File: config.mk
export PLATFORM = sky130hd
export DESIGN_NAME = omwsm_div
export DESIGN_NICKNAME = d
export VERILOG_FILES = /design/src/sv/omwsm_pkg.sv /design/src/sv/omwsm_div.sv
export SDC_FILE = /design/constraint.sdc
export NUM_CORES = 2
export LEC_CHECK = 0
export BUFFER_PORTS_ARGS = -buffer_cell sky130_fd_sc_hd__buf_4
export CAP_MARGIN = 30
export CORE_UTILIZATION = 50
export DETAILED_ROUTE_END_ITERATION = 10
export GPL_ROUTABILITY_DRIVEN = 0
export PLACE_DENSITY = 0.65
export SLEW_MARGIN = 20
export SYNTH_ARGS = -nofsm -noshare
export SYNTH_HDL_FRONTEND = slang
export SYNTH_SLANG_ARGS = --single-unit
File: constraint.sdc
create_clock -name clk -period 3.95 [get_ports clk]
set_clock_uncertainty 0.1 [all_clocks]
set_input_delay 0.79 -clock clk [delete_from_list [all_inputs] [get_ports clk]]
set_output_delay 0.79 -clock clk [all_outputs]
set_load 0.005 [all_outputs]
File: src/sv/omwsm_pkg.sv
`timescale 1ns / 1ps
// ----------------------------------------------------------------------------
// omwsm_pkg
// Shared types and constants for the omni wheel speed mixer.
// ----------------------------------------------------------------------------
package omwsm_pkg;

    localparam int IN_W       = 16;
    localparam int COEF_W     = 16;
    localparam int COEF_FRAC  = 14;
    localparam int SL_W       = 10;
    localparam int MAG_W      = 10;
    localparam int CMD_W      = MAG_W + 1;
    localparam int NUM_WHEELS = 3;
    localparam int N_W        = 2 * IN_W;          // x*x + y*y
    localparam int ROOT_W     = N_W / 2;
    localparam int P_W        = 2 * IN_W + 1;      // y*c - x*s
    localparam int AP_W       = P_W - 1;
    localparam int M_W        = SL_W + AP_W;
    localparam int SQ_STAGES  = ROOT_W;
    localparam int DIV_STAGES = MAG_W + 1;
    localparam int CFG_IDX_W  = 3;
    localparam int CFG_DATA_W = COEF_W;

    localparam logic [SL_W-1:0]          SPEED_LIMIT_RST = SL_W'(464);
    localparam logic signed [COEF_W-1:0] W1_COS_RST      = 16'sd14399;
    localparam logic signed [COEF_W-1:0] W1_SIN_RST      = 16'sd7818;
    localparam logic signed [COEF_W-1:0] W2_COS_RST      = -16'sd14399;
    localparam logic signed [COEF_W-1:0] W2_SIN_RST      = 16'sd7818;
    localparam logic signed [COEF_W-1:0] W3_COS_RST      = 16'sd0;
    localparam logic signed [COEF_W-1:0] W3_SIN_RST      = -16'sd16384;

    typedef enum logic [CFG_IDX_W-1:0] {
        REG_SPEED_LIMIT = 3'd0,
        REG_WHEEL1_COS  = 3'd1,
        REG_WHEEL1_SIN  = 3'd2,
        REG_WHEEL2_COS  = 3'd3,
        REG_WHEEL2_SIN  = 3'd4,
        REG_WHEEL3_COS  = 3'd5,
        REG_WHEEL3_SIN  = 3'd6
    } reg_idx_t;

    typedef struct packed {
        logic signed [IN_W-1:0] stick_x;
        logic signed [IN_W-1:0] stick_y;
    } in_t;

    typedef struct packed {
        logic [CMD_W-1:0] wheel1_cmd;
        logic [CMD_W-1:0] wheel2_cmd;
        logic [CMD_W-1:0] wheel3_cmd;
        logic             was_limited;
    } out_t;

    // data that rides alongside the square root
    typedef struct packed {
        logic [NUM_WHEELS-1:0][P_W-1:0] p;
        logic                           lim;
    } side_t;

endpackage

File: src/sv/omwsm_div.sv
`timescale 1ns / 1ps
// ----------------------------------------------------------------------------
// omwsm_div
// Pipelined restoring divider, three lanes sharing one divisor. The top
// quotient bit flags a result that does not fit the magnitude field.
// ----------------------------------------------------------------------------
module omwsm_div #(
    parameter int WW = 46,
    parameter int DW = 30
) (
    input  logic                                  clk,
    input  logic                                  rst_n,
    input  logic                                  vld_in,
    input  logic [omwsm_pkg::NUM_WHEELS-1:0][WW-1:0] m_in,
    input  logic [DW-1:0]                         d_in,
    input  logic [omwsm_pkg::NUM_WHEELS-1:0]      neg_in,
    input  logic                                  lim_in,
    output logic                                  vld_out,
    output logic [omwsm_pkg::NUM_WHEELS-1:0][omwsm_pkg::MAG_W:0] q_out,
    output logic [omwsm_pkg::NUM_WHEELS-1:0]      neg_out,
    output logic                                  lim_out
);

    localparam int ST = omwsm_pkg::DIV_STAGES;
    localparam int QW = omwsm_pkg::MAG_W + 1;
    localparam int NL = omwsm_pkg::NUM_WHEELS;

    logic [NL-1:0][WW-1:0] r_reg   [ST];
    logic [NL-1:0][QW-1:0] q_reg   [ST];
    logic [DW-1:0]         d_reg   [ST];
    logic [NL-1:0]         neg_reg [ST];
    logic [ST-1:0]         lim_reg;
    logic [ST-1:0]         vld_reg;

    for (genvar gi = 0; gi < ST; gi++) begin : g_stage
        localparam int K = QW - 1 - gi;
        logic [NL-1:0][WW-1:0] r_src, r_next;
        logic [NL-1:0][QW-1:0] q_src, q_next;
        logic [DW-1:0]         d_src;
        logic [NL-1:0]         neg_src;
        logic                  lim_src, vld_src;
        logic [WW-1:0]         dk;

        if (gi == 0) begin : g_first
            assign r_src   = m_in;
            assign q_src   = '0;
            assign d_src   = d_in;
            assign neg_src = neg_in;
            assign lim_src = lim_in;
            assign vld_src = vld_in;
        end
        else begin : g_next
            assign r_src   = r_reg[gi-1];
            assign q_src   = q_reg[gi-1];
            assign d_src   = d_reg[gi-1];
            assign neg_src = neg_reg[gi-1];
            assign lim_src = lim_reg[gi-1];
            assign vld_src = vld_reg[gi-1];
        end

        assign dk = WW'(d_src) << K;

        always_comb
        begin
            for (int l = 0; l < NL; l++)
            begin
                if (r_src[l] >= dk)
                begin
                    r_next[l] = r_src[l] - dk;
                    q_next[l] = q_src[l] | (QW'(1) << K);
                end
                else
                begin
                    r_next[l] = r_src[l];
                    q_next[l] = q_src[l];
                end
            end
        end

        always_ff @(posedge clk or negedge rst_n)
        begin
            if (!rst_n)
                vld_reg[gi] <= 1'b0;
            else
                vld_reg[gi] <= vld_src;
        end

        always_ff @(posedge clk)
        begin
            r_reg[gi]   <= r_next;
            q_reg[gi]   <= q_next;
            d_reg[gi]   <= d_src;
            neg_reg[gi] <= neg_src;
            lim_reg[gi] <= lim_src;
        end
    end

    assign vld_out = vld_reg[ST-1];
    assign q_out   = q_reg[ST-1];
    assign neg_out = neg_reg[ST-1];
    assign lim_out = lim_reg[ST-1];

endmodule

==> metrics.md <==
| Metric | Value |
|---|---|
| Status | finished clean |
| Vias | 92,000 |
| Vias in the first global route | 88,600 |
| RR Startpoint | d_reg[6][2] |
| Initial Util | 0.505 |
| Final slew viol count | 0 |
| Clk_lat worst skew | 0.89 ns |
| Critical-path maximum fanout | 7 |
| Final Hold Fails | 0 |
| Max H-tree Level | 4 |
| # setup viols final | 0 |
| Syn avg cell area | 8.64 µm² |
| Post-synthesis sequential area ratio | 0.369 |
| Final antenna-violating net count | 0 |
| Switching share of power | 0.411 |
| Nets | 14,000 |
| Fmax | 253 MHz |
| Worst r2r path cells | 14 |
| Largest register FFs | 1,380 |
| Global-route wire length before repair | 517,000 µm |
| Worst Path Required | 4.59 ns |
| Initial antenna violation count | 11 |
| Fillers | 17,900 |
| # clock sinks | 1,933 |
| Post-Layout Cell Count | 15,800 |
| Post-synth ARST share | 0.00569 |
| Register share of total power | 0.311 |
| CTS max path bufs | 3 |
| Num rows | 167 |
| Critical hold path startpoint | m_in[105] |
| RSZ-0062 raised after global routing | true |
| CTS tree | done |
| DP HPWL | 286,000 µm |
| Clk slew on worst S/H paths | 0.07 ns |
| Synth area leaders | dfxtp_1 37%, ha_1 12%, a21oi_1 5.0%, xnor2_1 4.9%, o21ai_0 4.7% |
| Clk pwr share | 0.200 |
| Slew headroom | 0.270 |
| Hold endpoint | r_reg[0][105] |
| Port bufs | 212 |
| Worst setup SP type | register |
| DR pass1 iterations | 8 |
| Hold path depth | 2 |
| GR Util All Layers | 0.320 |
| Cell with the most instances after synthesis | dfxtp_1 |
| Die area | 212,000 µm² |
| TNS Setup | 0 ns |
| Count of different cell masters after synthesis | 95 |
| Remaining Overflow, GRT | 0 |
| CTS buffer count | 203 |
| DR DRC count | 0 |
| Reg2reg end | r_reg[7][39] |
| Via density per instance | 5.83 |
| Synth Warn # | 0 |
| Cell Area, Synth | 105,000 µm² |
| Mapped Cells | 12,100 |
| Core Region | 208,000 µm² |
| Avg WL per Cell | 22.2 µm |
| Crit path cell chain | inv_1 -> buf_4 -> ha_1 -> o21a_1 -> o31ai_1 -> a21oi_1 -> a221oi_1 -> buf_4 -> a31oi_1 -> a21o_1 -> a41oi_4 -> and4b_1 -> nand2_1 -> xnor2_1 |
| Logic pwr share | 0.489 |
| Yosys top cell area share | 0.367 |
| Ys flop type | dfxtp_1 |
| Yosys reg bits | 1,933 |
| Slowest stage delay, CP | 0.49 ns |
| Cells after DPL | 15,300 |
| Switching power | 41.7 mW |
| Post-route setup slack | 0.000599 ns |
| Share of cells above drive strength 1 | 0.109 |
| Die Span Y | 460 µm |
| Final Cycle Share | 1.00 |
| Die X-Extent | 460 µm |
| MaxCap Viol Count | 0 |
| Hold/Removal Path Class | in2reg |
| Detailed Route Iter0 Violations | 8,466 |
| Maximum vdd ir drop | 0.619 mV |
| Post-Place Worst Slack | -0.394 ns |
| Int Pwr | 59.8 mW |
| EDFF count, synth | 0 |
| Crit. End Element | register |
| R2r setup slk | 0.0006 ns |
| Root Buffer | clkbuf_16 |
| Largest net degree at the start of global routing | 61 |
| Setup CP Type | reg2reg |
| Commonest cells post-synth | 1,922 x dfxtp_1, 1,161 x nand2_1, 1,041 x a21oi_1 |
| Post-synth top area cell | dfxtp_1 |
| Ports | 213 |
| Slowest stage cell on the critical path | and4b_1 |
| Slew @ Worst Pin | 1.08 ns |
| Leak Pwr | 53.0 nW |
| Area grow syn2layout | 15.8% |
| Worst Path Arrival | 4.59 ns |
| Layout Utilization | 0.585 |
| Min Tclk post-route | 3.95 ns |
| DRT Wirelength | 350,000 µm |
| Most frequent CP cell | buf_4 |
| Power Dens Cells | 835 nW/µm² |
| Syn nets | 13,300 |
==> metal layers <==
layer	part of all wire	track usage
met5	0	0
met4	0.12	0.321
met3	0.055	0.0350
met2	0.45	0.532
met1	0.38	0.350
==> cells by family (layout without fill, tap and decap cells) <==
logic type                 count (synthesis)  count (layout)  share of synthesized area
buffers and inverters                    984            1823                     0.0355
DFF                                     1933            1933                      0.369
xor gates and xnor gates                1075            1075                     0.0898
muxes                                    143             143                     0.0152
adders and majority gates               1020            1020                      0.124
and+or+nand+nor                         3500            3500                      0.162
AOI/OAI and AO/OA                       3484            3484                      0.204
other                                      0               8                          0
==> final cells by class <==
type                    instances  area, µm²  area share
diodes                          8       20.0    0.000165
clock buffers                 252       5590      0.0460
clock inverters               128       1750      0.0144
inverters                     618       2330      0.0192
multi-input cells            9222      62900       0.517
flip-flops and latches       1933      38800       0.319
well taps                    2788       3490      0.0287
repair buffers                825       6710      0.0553
==> cells in the final DEF, fill, tap and decap left out, types with 113 or more instances in the layout <==
| master | instances |
|---|---|
| buf_4 | 722 |
| a21o_1 | 486 |
| xnor2_1 | 586 |
| xor2_1 | 489 |
| ha_1 | 981 |
| o21ai_0 | 984 |
| nand4_1 | 209 |
| a21oi_1 | 1036 |
| mux2_2 | 129 |
| o21a_1 | 117 |
| nor2_1 | 788 |
| clkbuf_16 | 205 |
| nand3_1 | 208 |
| nand2_1 | 1160 |
| nor2b_1 | 113 |
| dfxtp_1 | 1922 |
| nand2b_1 | 165 |
| inv_1 | 611 |
| o21bai_1 | 119 |
| nor3_1 | 225 |
| nor4_1 | 154 |
==> timing repair <==
action	4_1_cts	5_1_grt
hold buffers	75	0
endpoints found under the hold margin	85	0
pin swaps	0	7
gates cloned	0	0
setup endpoints to repair	2	132
resized for setup	5	53
setup buffers	0	7
==> through the flow <==
stage                     total power, mW  hold WS (ns)  cell area [µm²]
final                                 101        0.0434           122000
after global routing                  108        0.0225           121000
after CTS                             100      0.000174           121000
after detailed placement             79.7         0.212           113000
after global placement               78.4         0.210           113000
after floorplan                      65.9         0.210           105000
==> critical path, delay by kind of cell, from the launching register on <==
family	cells	cell delay, ns
XOR/XNOR	1	0.23
AO/OA/AOI/OAI	7	1.60
AND/OR/NAND/NOR	2	0.60
buffers and inverters	3	0.43
flip-flops	1	0.44
adder cells (fa/ha/maj)	1	0.38
==> worst max path at each step <==
stage / cells after the start / endpoint / slack [ns] / start
floorplan: 15 / r_reg[0][57] / 0.03 / m_in[56]
global placement: 16 / r_reg[0][126] / -0.42 / m_in[102]
detailed placement: 15 / r_reg[0][137] / -0.39 / d_in[1]
CTS: 12 / r_reg[1][43] / 0.008 / d_reg[0][27]
global route: 13 / r_reg[8][126] / -0.05 / d_reg[7][0]
finish: 14 / r_reg[7][39] / 0.0006 / d_reg[6][2]
==> power by group through the flow <==
stage / sequential (mW) / combinational, mW / clock [mW]
floorplan: 29.4 / 36.5 / 0
global placement: 31.6 / 46.8 / 0
detailed placement: 31.7 / 48.0 / 0
CTS: 31.3 / 48.4 / 20.6
global route: 32.0 / 54.4 / 21.5
finish: 31.6 / 49.6 / 20.3
(Power assumes the default switching activity.)
