==> src/sv/omwsm_sqrt.sv <==
`timescale 1ns / 1ps
// ----------------------------------------------------------------------------
// omwsm_sqrt
// Pipelined integer square root, one result bit per stage, with a side tag.
// ----------------------------------------------------------------------------
module omwsm_sqrt #(
    parameter int NW    = 32,
    parameter int TAG_W = 1
) (
    input  logic              clk,
    input  logic              rst_n,
    input  logic              vld_in,
    input  logic [NW-1:0]     n_in,
    input  logic [TAG_W-1:0]  tag_in,
    output logic              vld_out,
    output logic [NW/2-1:0]   root_out,
    output logic [TAG_W-1:0]  tag_out
);

    localparam int ST = NW / 2;

    logic [NW:0]      rem_reg  [ST];
    logic [NW:0]      root_reg [ST];
    logic [TAG_W-1:0] tag_reg  [ST];
    logic [ST-1:0]    vld_reg;

    for (genvar gi = 0; gi < ST; gi++) begin : g_stage
        localparam logic [NW:0] BIT = (NW+1)'(1) << (NW - 2 - 2*gi);
        logic [NW:0]      rem_src, root_src, trial, rem_next, root_next;
        logic [TAG_W-1:0] tag_src;
        logic             vld_src;

        if (gi == 0) begin : g_first
            assign rem_src  = (NW+1)'(n_in);
            assign root_src = '0;
            assign tag_src  = tag_in;
            assign vld_src  = vld_in;
        end
        else begin : g_next
            assign rem_src  = rem_reg[gi-1];
            assign root_src = root_reg[gi-1];
            assign tag_src  = tag_reg[gi-1];
            assign vld_src  = vld_reg[gi-1];
        end

        always_comb
        begin
            trial = root_src + BIT;
            if (rem_src >= trial)
            begin
                rem_next  = rem_src - trial;
                root_next = (root_src >> 1) + BIT;
            end
            else
            begin
                rem_next  = rem_src;
                root_next = root_src >> 1;
            end
        end

        always_ff @(posedge clk or negedge rst_n)
        begin
            if (!rst_n)
                vld_reg[gi] <= 1'b0;
            else
                vld_reg[gi] <= vld_src;
        end

        always_ff @(posedge clk)
        begin
            rem_reg[gi]  <= rem_next;
            root_reg[gi] <= root_next;
            tag_reg[gi]  <= tag_src;
        end
    end

    assign vld_out  = vld_reg[ST-1];
    assign root_out = root_reg[ST-1][NW/2-1:0];
    assign tag_out  = tag_reg[ST-1];

endmodule

==> config.mk <==
export PLATFORM = sky130hd
export DESIGN_NAME = omwsm_sqrt
export DESIGN_NICKNAME = d
export VERILOG_FILES = /design/src/sv/omwsm_sqrt.sv
export SDC_FILE = /design/constraint.sdc
export NUM_CORES = 1
export LEC_CHECK = 0
export BUFFER_PORTS_ARGS = -buffer_cell sky130_fd_sc_hd__buf_4
export CORE_ASPECT_RATIO = 2
export CORE_UTILIZATION = 40
export CTS_CLUSTER_DIAMETER = 50
export DETAILED_ROUTE_END_ITERATION = 6
export GPL_TIMING_DRIVEN = 0
export PLACE_DENSITY = 0.63
export SLEW_MARGIN = 5
export SYNTH_ARGS = -nofsm -noshare
export SYNTH_HDL_FRONTEND = slang
export SYNTH_SLANG_ARGS = --single-unit
export TNS_END_PERCENT = 50
==> constraint.sdc <==
create_clock -name clk -period 2.8 [get_ports clk]
set_input_delay 0.14 -clock clk [delete_from_list [all_inputs] [get_ports clk]]
set_output_delay 0.14 -clock clk [all_outputs]
set_load 0.1 [all_outputs]
==> results.toml, run 1 <==
[worst_setup_path]
critPathMaxStageDelay_ns = 0.57
worstSetupStartpointType = "register"
worstPathArrival_ns = 3.31
crit_path_top_delay_cell = "or4_4"
crit_path_frequent_cell = "or4_4"
path_class = "register to register"
cp_cell_sequence = "inv_2 -> ha_4 -> nand4_1 -> or4_4 -> or4_4 -> nand3_4 -> nor2_4 -> buf_8 -> a311oi_4 -> xor2_1"
crit_required_ns = 3.34
crit_family = "simple AND/OR/NAND/NOR gates"
rr_startpoint = "root_reg[11][11]"
r2r_end = "rem_reg[12][27]"
reg2reg_depth = 10
cp_max_fo = 6
worstPathBufferInverterCount = 2
crit_start = "root_reg[11][11]"
crit_path_end_kind = "register"
r2r_slack_ns = 0.03

[cells_and_area]
stdcell_count = 3337
syn_to_final_growth_pct = 18.9
fillers = 5371
drive_gt1_frac = 0.140
largest_reg_flops = 495
final_common_cell = "dfxtp_1"
layout.nets = 2703
final_cell_mix = "dfxtp_1, inv_1, nand2_1"
diodes = 0

[run]
max-cap-violations = 0

[pwr]
p_per_area_nw_per_um2 = 1050
leakagePower_nw = 12.8
irDropWorstVdd_v = 0.000759
total_power_w = 0.0305

[synth]
netlist.area_leader.share = 0.530
synthFlopType = "dfxtp_1"
ys_ff_latch = 663
synth_cells = 2348
ys_types = 86
synth_area_per_cell_um2 = 10.4
yosys-top-cells-area = "dfxtp_1, ha_1, xor2_1, xnor2_1, inv_1"
syn-cell-area_um2 = 24500
syn-num-nets = 2534
synth-edff-count = 0
ys_warn_count = 0
synthArstFlopShare = 0.0241
yosysTopAreaCell = "dfxtp_1"
yosysSeqAreaShare = 0.546

[worst_hold_path]
hp-class = "input pin to register"
hp-start = "n_in[10]"
whs_path_depth = 2
whs_endpoint = "rem_reg[0][10]"

[floorplan]
die_y_um = 352
initial_core_util = 0.406
dieWidth_um = 177
core_um2 = 60200
io_pins = 54
dieArea_um2 = 62200
rows = 127

[global_route]
antenna_found_initial = 1
grt_pass1_vias = 18759
grt.overflow.total = 0
grt_pass1_wl_um = 89800
track_usage = 0.189
grt_max_degree = 19

[drt]
vias = 17177
dr.pass1.iters = 4
first_iter_violations = 540
drcViolationCount = 0
final_antenna_net_count = 0
wirelength_um = 58100
via_per_inst = 5.15
wire_per_inst_um = 17.4

[placement]
dpl_worst_slack_ns = -0.763
placed_cells = 3175
routabilityCongestion = 0.890
io_buffer_count = 53
hpwlAfterDp_um = 45000

[timing]
finalCritPeriodShare = 0.989
finClkSkew_ns = 0.0401
max_slew_margin = 0.364
rsz0062_at_grt = "true"
slew_viol_final = 0
hold_slack_ns = 0.144
timing.fmax_mhz = 361
setup_viol = 0
finalCriticalPeriod_ns = 2.77
hold_viol = 0
finalWorstSetupSlack_ns = 0.0295
tightest_slew_ns = 0.945
tns_ns = 0

[clock_tree]
clk_path_buf_depth = 3
cts_buffers = 57
cts_tree = "done"
cts_sinks = 663
clock_latency_ns = 0.64
root_buffer = "clkbuf_16"
htree_levels = 2
clk_pin_slew_ns = 0.07

[status]
status = "complete, no violations"
[area by class of cell]
| class | count | area [µm²] | share of cell area |
|---|---|---|---|
| Timing Repair Buffer | 112 | 956 | 0.0329 |
| Clock buffer | 76 | 1600 | 0.0549 |
| Buffer | 29 | 211 | 0.00727 |
| Tap cell | 774 | 968 | 0.0333 |
| Clock inverter | 29 | 415 | 0.0143 |
| Multi-Input combinational cell | 1464 | 10900 | 0.373 |
| Sequential cell | 663 | 13400 | 0.459 |
| Inverter | 190 | 717 | 0.0246 |
[cells in the mapped netlist (5+ instances only)]
cell type  instances
a211oi_1          13
mux2_2            27
ha_1             150
a21oi_1          120
dfxtp_1          647
nor3_1            77
xnor2_1           88
o31ai_1           13
nand4b_1           6
or3_1             31
and2_1             8
nor4b_1           10
or4_1             15
xor2_1           123
nand2b_1          24
o2111ai_1          5
a21boi_0           8
or2_2             11
buf_4              6
nor2b_1           20
o21ai_0           96
clkbuf_1          10
nand2_1          145
buf_2             13
o21a_1            36
mux2i_1            6
nand3_1           36
nor4b_2            5
and3_1            10
o211ai_1          11
dfrtp_1           16
a21o_1            18
inv_1            190
nor3b_1            7
nor2_1           137
nor4_1            85
o21bai_1           7
nand4_1           28
[through the flow]
step	util	instance area (µm²)
floorplan	-	24500
global placement	0.429	25800
detailed placement	0.429	25800
CTS	0.478	28800
global route	0.483	29100
finish	0.483	29100
[where the power goes]
| part | leakage, nW | internal, W | total (W) | switching, W |
|---|---|---|---|---|
| Clock | 0.973 | 0.00471 | 0.00831 | 0.00360 |
| Combinational | 6.24 | 0.00383 | 0.00876 | 0.00493 |
| Sequential | 5.61 | 0.0117 | 0.0134 | 0.00171 |
[logic make-up (layout without fill, tap and decap cells)]
logic type,count (synthesis),in the layout,share of synthesized area
fa+ha+maj,150,150,0.0768
buf+inv,222,436,0.0363
flops,663,663,0.546
simple gates,683,684,0.150
mux,33,33,0.0149
xor+xnor,211,211,0.0756
compound gates,386,386,0.101
[worst register-to-register path, cell delays in order, from the launching register on]
cell and delay (ns):
dfxtp_2 0.34, inv_2 0.04, ha_4 0.26, nand4_1 0.17, or4_4 0.51, or4_4 0.57, nand3_4 0.12, nor2_4 0.04
buf_8 0.16, a311oi_4 0.31, xor2_1 0.17
[layer usage]
layer  up-vias  routed length (µm)  track usage
li1       8481                   -            -
met1      8087               14300        0.107
met2       372               36100        0.422
met3       237                1600       0.0264
met4         0                6170        0.196
met5         -                   0            0
[how the worst max path moves through the flow]
stage | to | slack, ns | cells past startpoint
3_5_place_dp | rem_reg[5][32] | -0.76 | 7
2_1_floorplan | rem_reg[14][11] | 0.27 | 11
5_1_grt | rem_reg[12][27] | -0.04 | 10
3_3_place_gp | rem_reg[5][30] | -0.80 | 7
4_1_cts | rem_reg[12][27] | -0.06 | 10
6_report | rem_reg[12][27] | 0.03 | 10
[repair_timing]
item,CTS,global route
setup endpoints to repair,180,147
gates resized for setup,90,62
pin swaps,27,15
setup buffers,18,4
endpoints found under the hold margin,51,0
hold buffers,37,0
gates cloned,0,1
Note: power is estimated with default switching activity, not from simulation.
==> inputs of run 2 (changes only) <==
ABC_CLOCK_PERIOD_IN_PS = 2800   (was not set)
REMOVE_ABC_BUFFERS = 1   (was not set)
==> results.toml, run 2 (synthesis results as in run 1) <==
[run]
max-cap-violations = 0

[global_route]
grt.overflow.total = 0
grt_max_degree = 33
antenna_found_initial = 0
grt_pass1_wl_um = 86900
track_usage = 0.181
grt_pass1_vias = 18502

[cells_and_area]
drive_gt1_frac = 0.139
final_cell_mix = "dfxtp_1, inv_1, nand2_1"
largest_reg_flops = 495
layout.nets = 2695
stdcell_count = 3330
syn_to_final_growth_pct = 19.2
final_common_cell = "dfxtp_1"
diodes = 0

[placement]
hpwlAfterDp_um = 42100
io_buffer_count = 53
routabilityCongestion = 0.882
placed_cells = 3145

[worst_hold_path]
whs_path_depth = 2
whs_endpoint = "rem_reg[0][1]"
hp-start = "n_in[1]"
hp-class = "input pin to register"

[timing]
tns_ns = 0
timing.fmax_mhz = 361
finalCritPeriodShare = 0.989
max_slew_margin = 0.314
hold_slack_ns = 0.160
rsz0062_at_grt = "true"
finClkSkew_ns = 0.0498
finalCriticalPeriod_ns = 2.77
slew_viol_final = 0
setup_viol = 0
hold_viol = 0
tightest_slew_ns = 1.02

[pwr]
leakagePower_nw = 12.9
p_per_area_nw_per_um2 = 1040
irDropWorstVdd_v = 0.000585
total_power_w = 0.0303

[drt]
via_per_inst = 5.15
first_iter_violations = 527
drcViolationCount = 0
wire_per_inst_um = 16.9
wirelength_um = 56300
final_antenna_net_count = 0
dr.pass1.iters = 5
vias = 17155

[worst_setup_path]
worstSetupStartpointType = "register"
reg2reg_depth = 10
rr_startpoint = "root_reg[11][9]"
crit_path_end_kind = "register"
crit_required_ns = 3.29
path_class = "register to register"
r2r_end = "rem_reg[12][19]"
worstPathArrival_ns = 3.26
crit_start = "root_reg[11][9]"
cp_max_fo = 7
r2r_slack_ns = 0.03

[floorplan]
core_um2 = 60200
dieWidth_um = 177
initial_core_util = 0.406
rows = 127
io_pins = 54
dieArea_um2 = 62200
die_y_um = 352

[clock_tree]
root_buffer = "clkbuf_16"
cts_tree = "done"
htree_levels = 2
clk_pin_slew_ns = 0.07
clk_path_buf_depth = 3
clock_latency_ns = 0.64
cts_buffers = 56
cts_sinks = 663

[status]
status = "complete, no violations"
==> run 2: cell types whose count changed in the layout (fill, tap and decap cells not counted), moves of 5 or more <==
cell	previous run	this run
a21oi_1	117	111
ha_2	8	3
clkbuf_1	13	5
nor4_2	12	7
buf_4	76	86
buf_2	7	0
clkbuf_8	10	17
ha_1	134	139
==> run 2: cell type report <==
class                           count  area (µm²)
Fill cell                        5401       31100
Sequential cell                   663       13400
Multi-Input combinational cell   1469       11000
Clock buffer                       79        1680
Timing Repair Buffer              129        1110
Tap cell                          774         968
Inverter                          190         717
Clock inverter                     26         340
==> run 2: per-layer routing <==
layer / up-vias / global-route usage / part of all wire
met5: - / 0 / 0
met1: 8113 / 0.108 / 0.25
met3: 220 / 0.0219 / 0.022
met2: 345 / 0.404 / 0.62
li1: 8477 / - / -
met4: 0 / 0.178 / 0.11
==> run 2: repair_timing <==
item                                    4_1_cts  5_1_grt
hold buffers                                 37        0
buffers inserted                             23       14
cloned                                        4        3
pin swaps                                    18       26
endpoints found under the setup margin      187       97
resized for setup                            78       55
hold endpoints to repair                     51        0
==> run 2: critical path: stages, from the launching register on <==
cell        delay (ns)
dfxtp_1           0.33
inv_1             0.07
ha_4              0.31
nor4b_4           0.34
nand4_1           0.23
or4_4             0.55
nand3_4           0.13
nor2_4            0.10
clkinvlp_4        0.08
buf_4             0.18
mux2_4            0.31
==> run 2: through the flow <==
step	setup WS (ns)	utilization	cell area, µm²
5_1_grt	-0.0429	0.484	29200
3_5_place_dp	-1.22	0.427	25700
3_3_place_gp	-1.78	0.426	25600
6_report	0.0316	0.484	29200
2_1_floorplan	-0.588	-	24300
4_1_cts	-0.0284	0.477	28700
==> run 2: worst max path at each step <==
stage                      end  slack, ns  cells past startpoint
3_3_place_gp   rem_reg[13][29]      -1.78                      9
2_1_floorplan  rem_reg[13][21]      -0.59                      7
6_report       rem_reg[12][19]       0.03                     10
3_5_place_dp   rem_reg[12][31]      -1.22                     10
4_1_cts        rem_reg[10][31]      -0.03                      9
5_1_grt        rem_reg[10][31]      -0.04                      9
==> run 2: power by group <==
| group | total, W | switching [W] | leakage, nW | internal [W] |
|---|---|---|---|---|
| clock network | 0.00820 | 0.00351 | 0.976 | 0.00469 |
| registers | 0.0134 | 0.00174 | 5.61 | 0.0117 |
| logic | 0.00867 | 0.00487 | 6.28 | 0.00380 |
| total | 0.0303 | 0.0101 | 12.9 | 0.0202 |
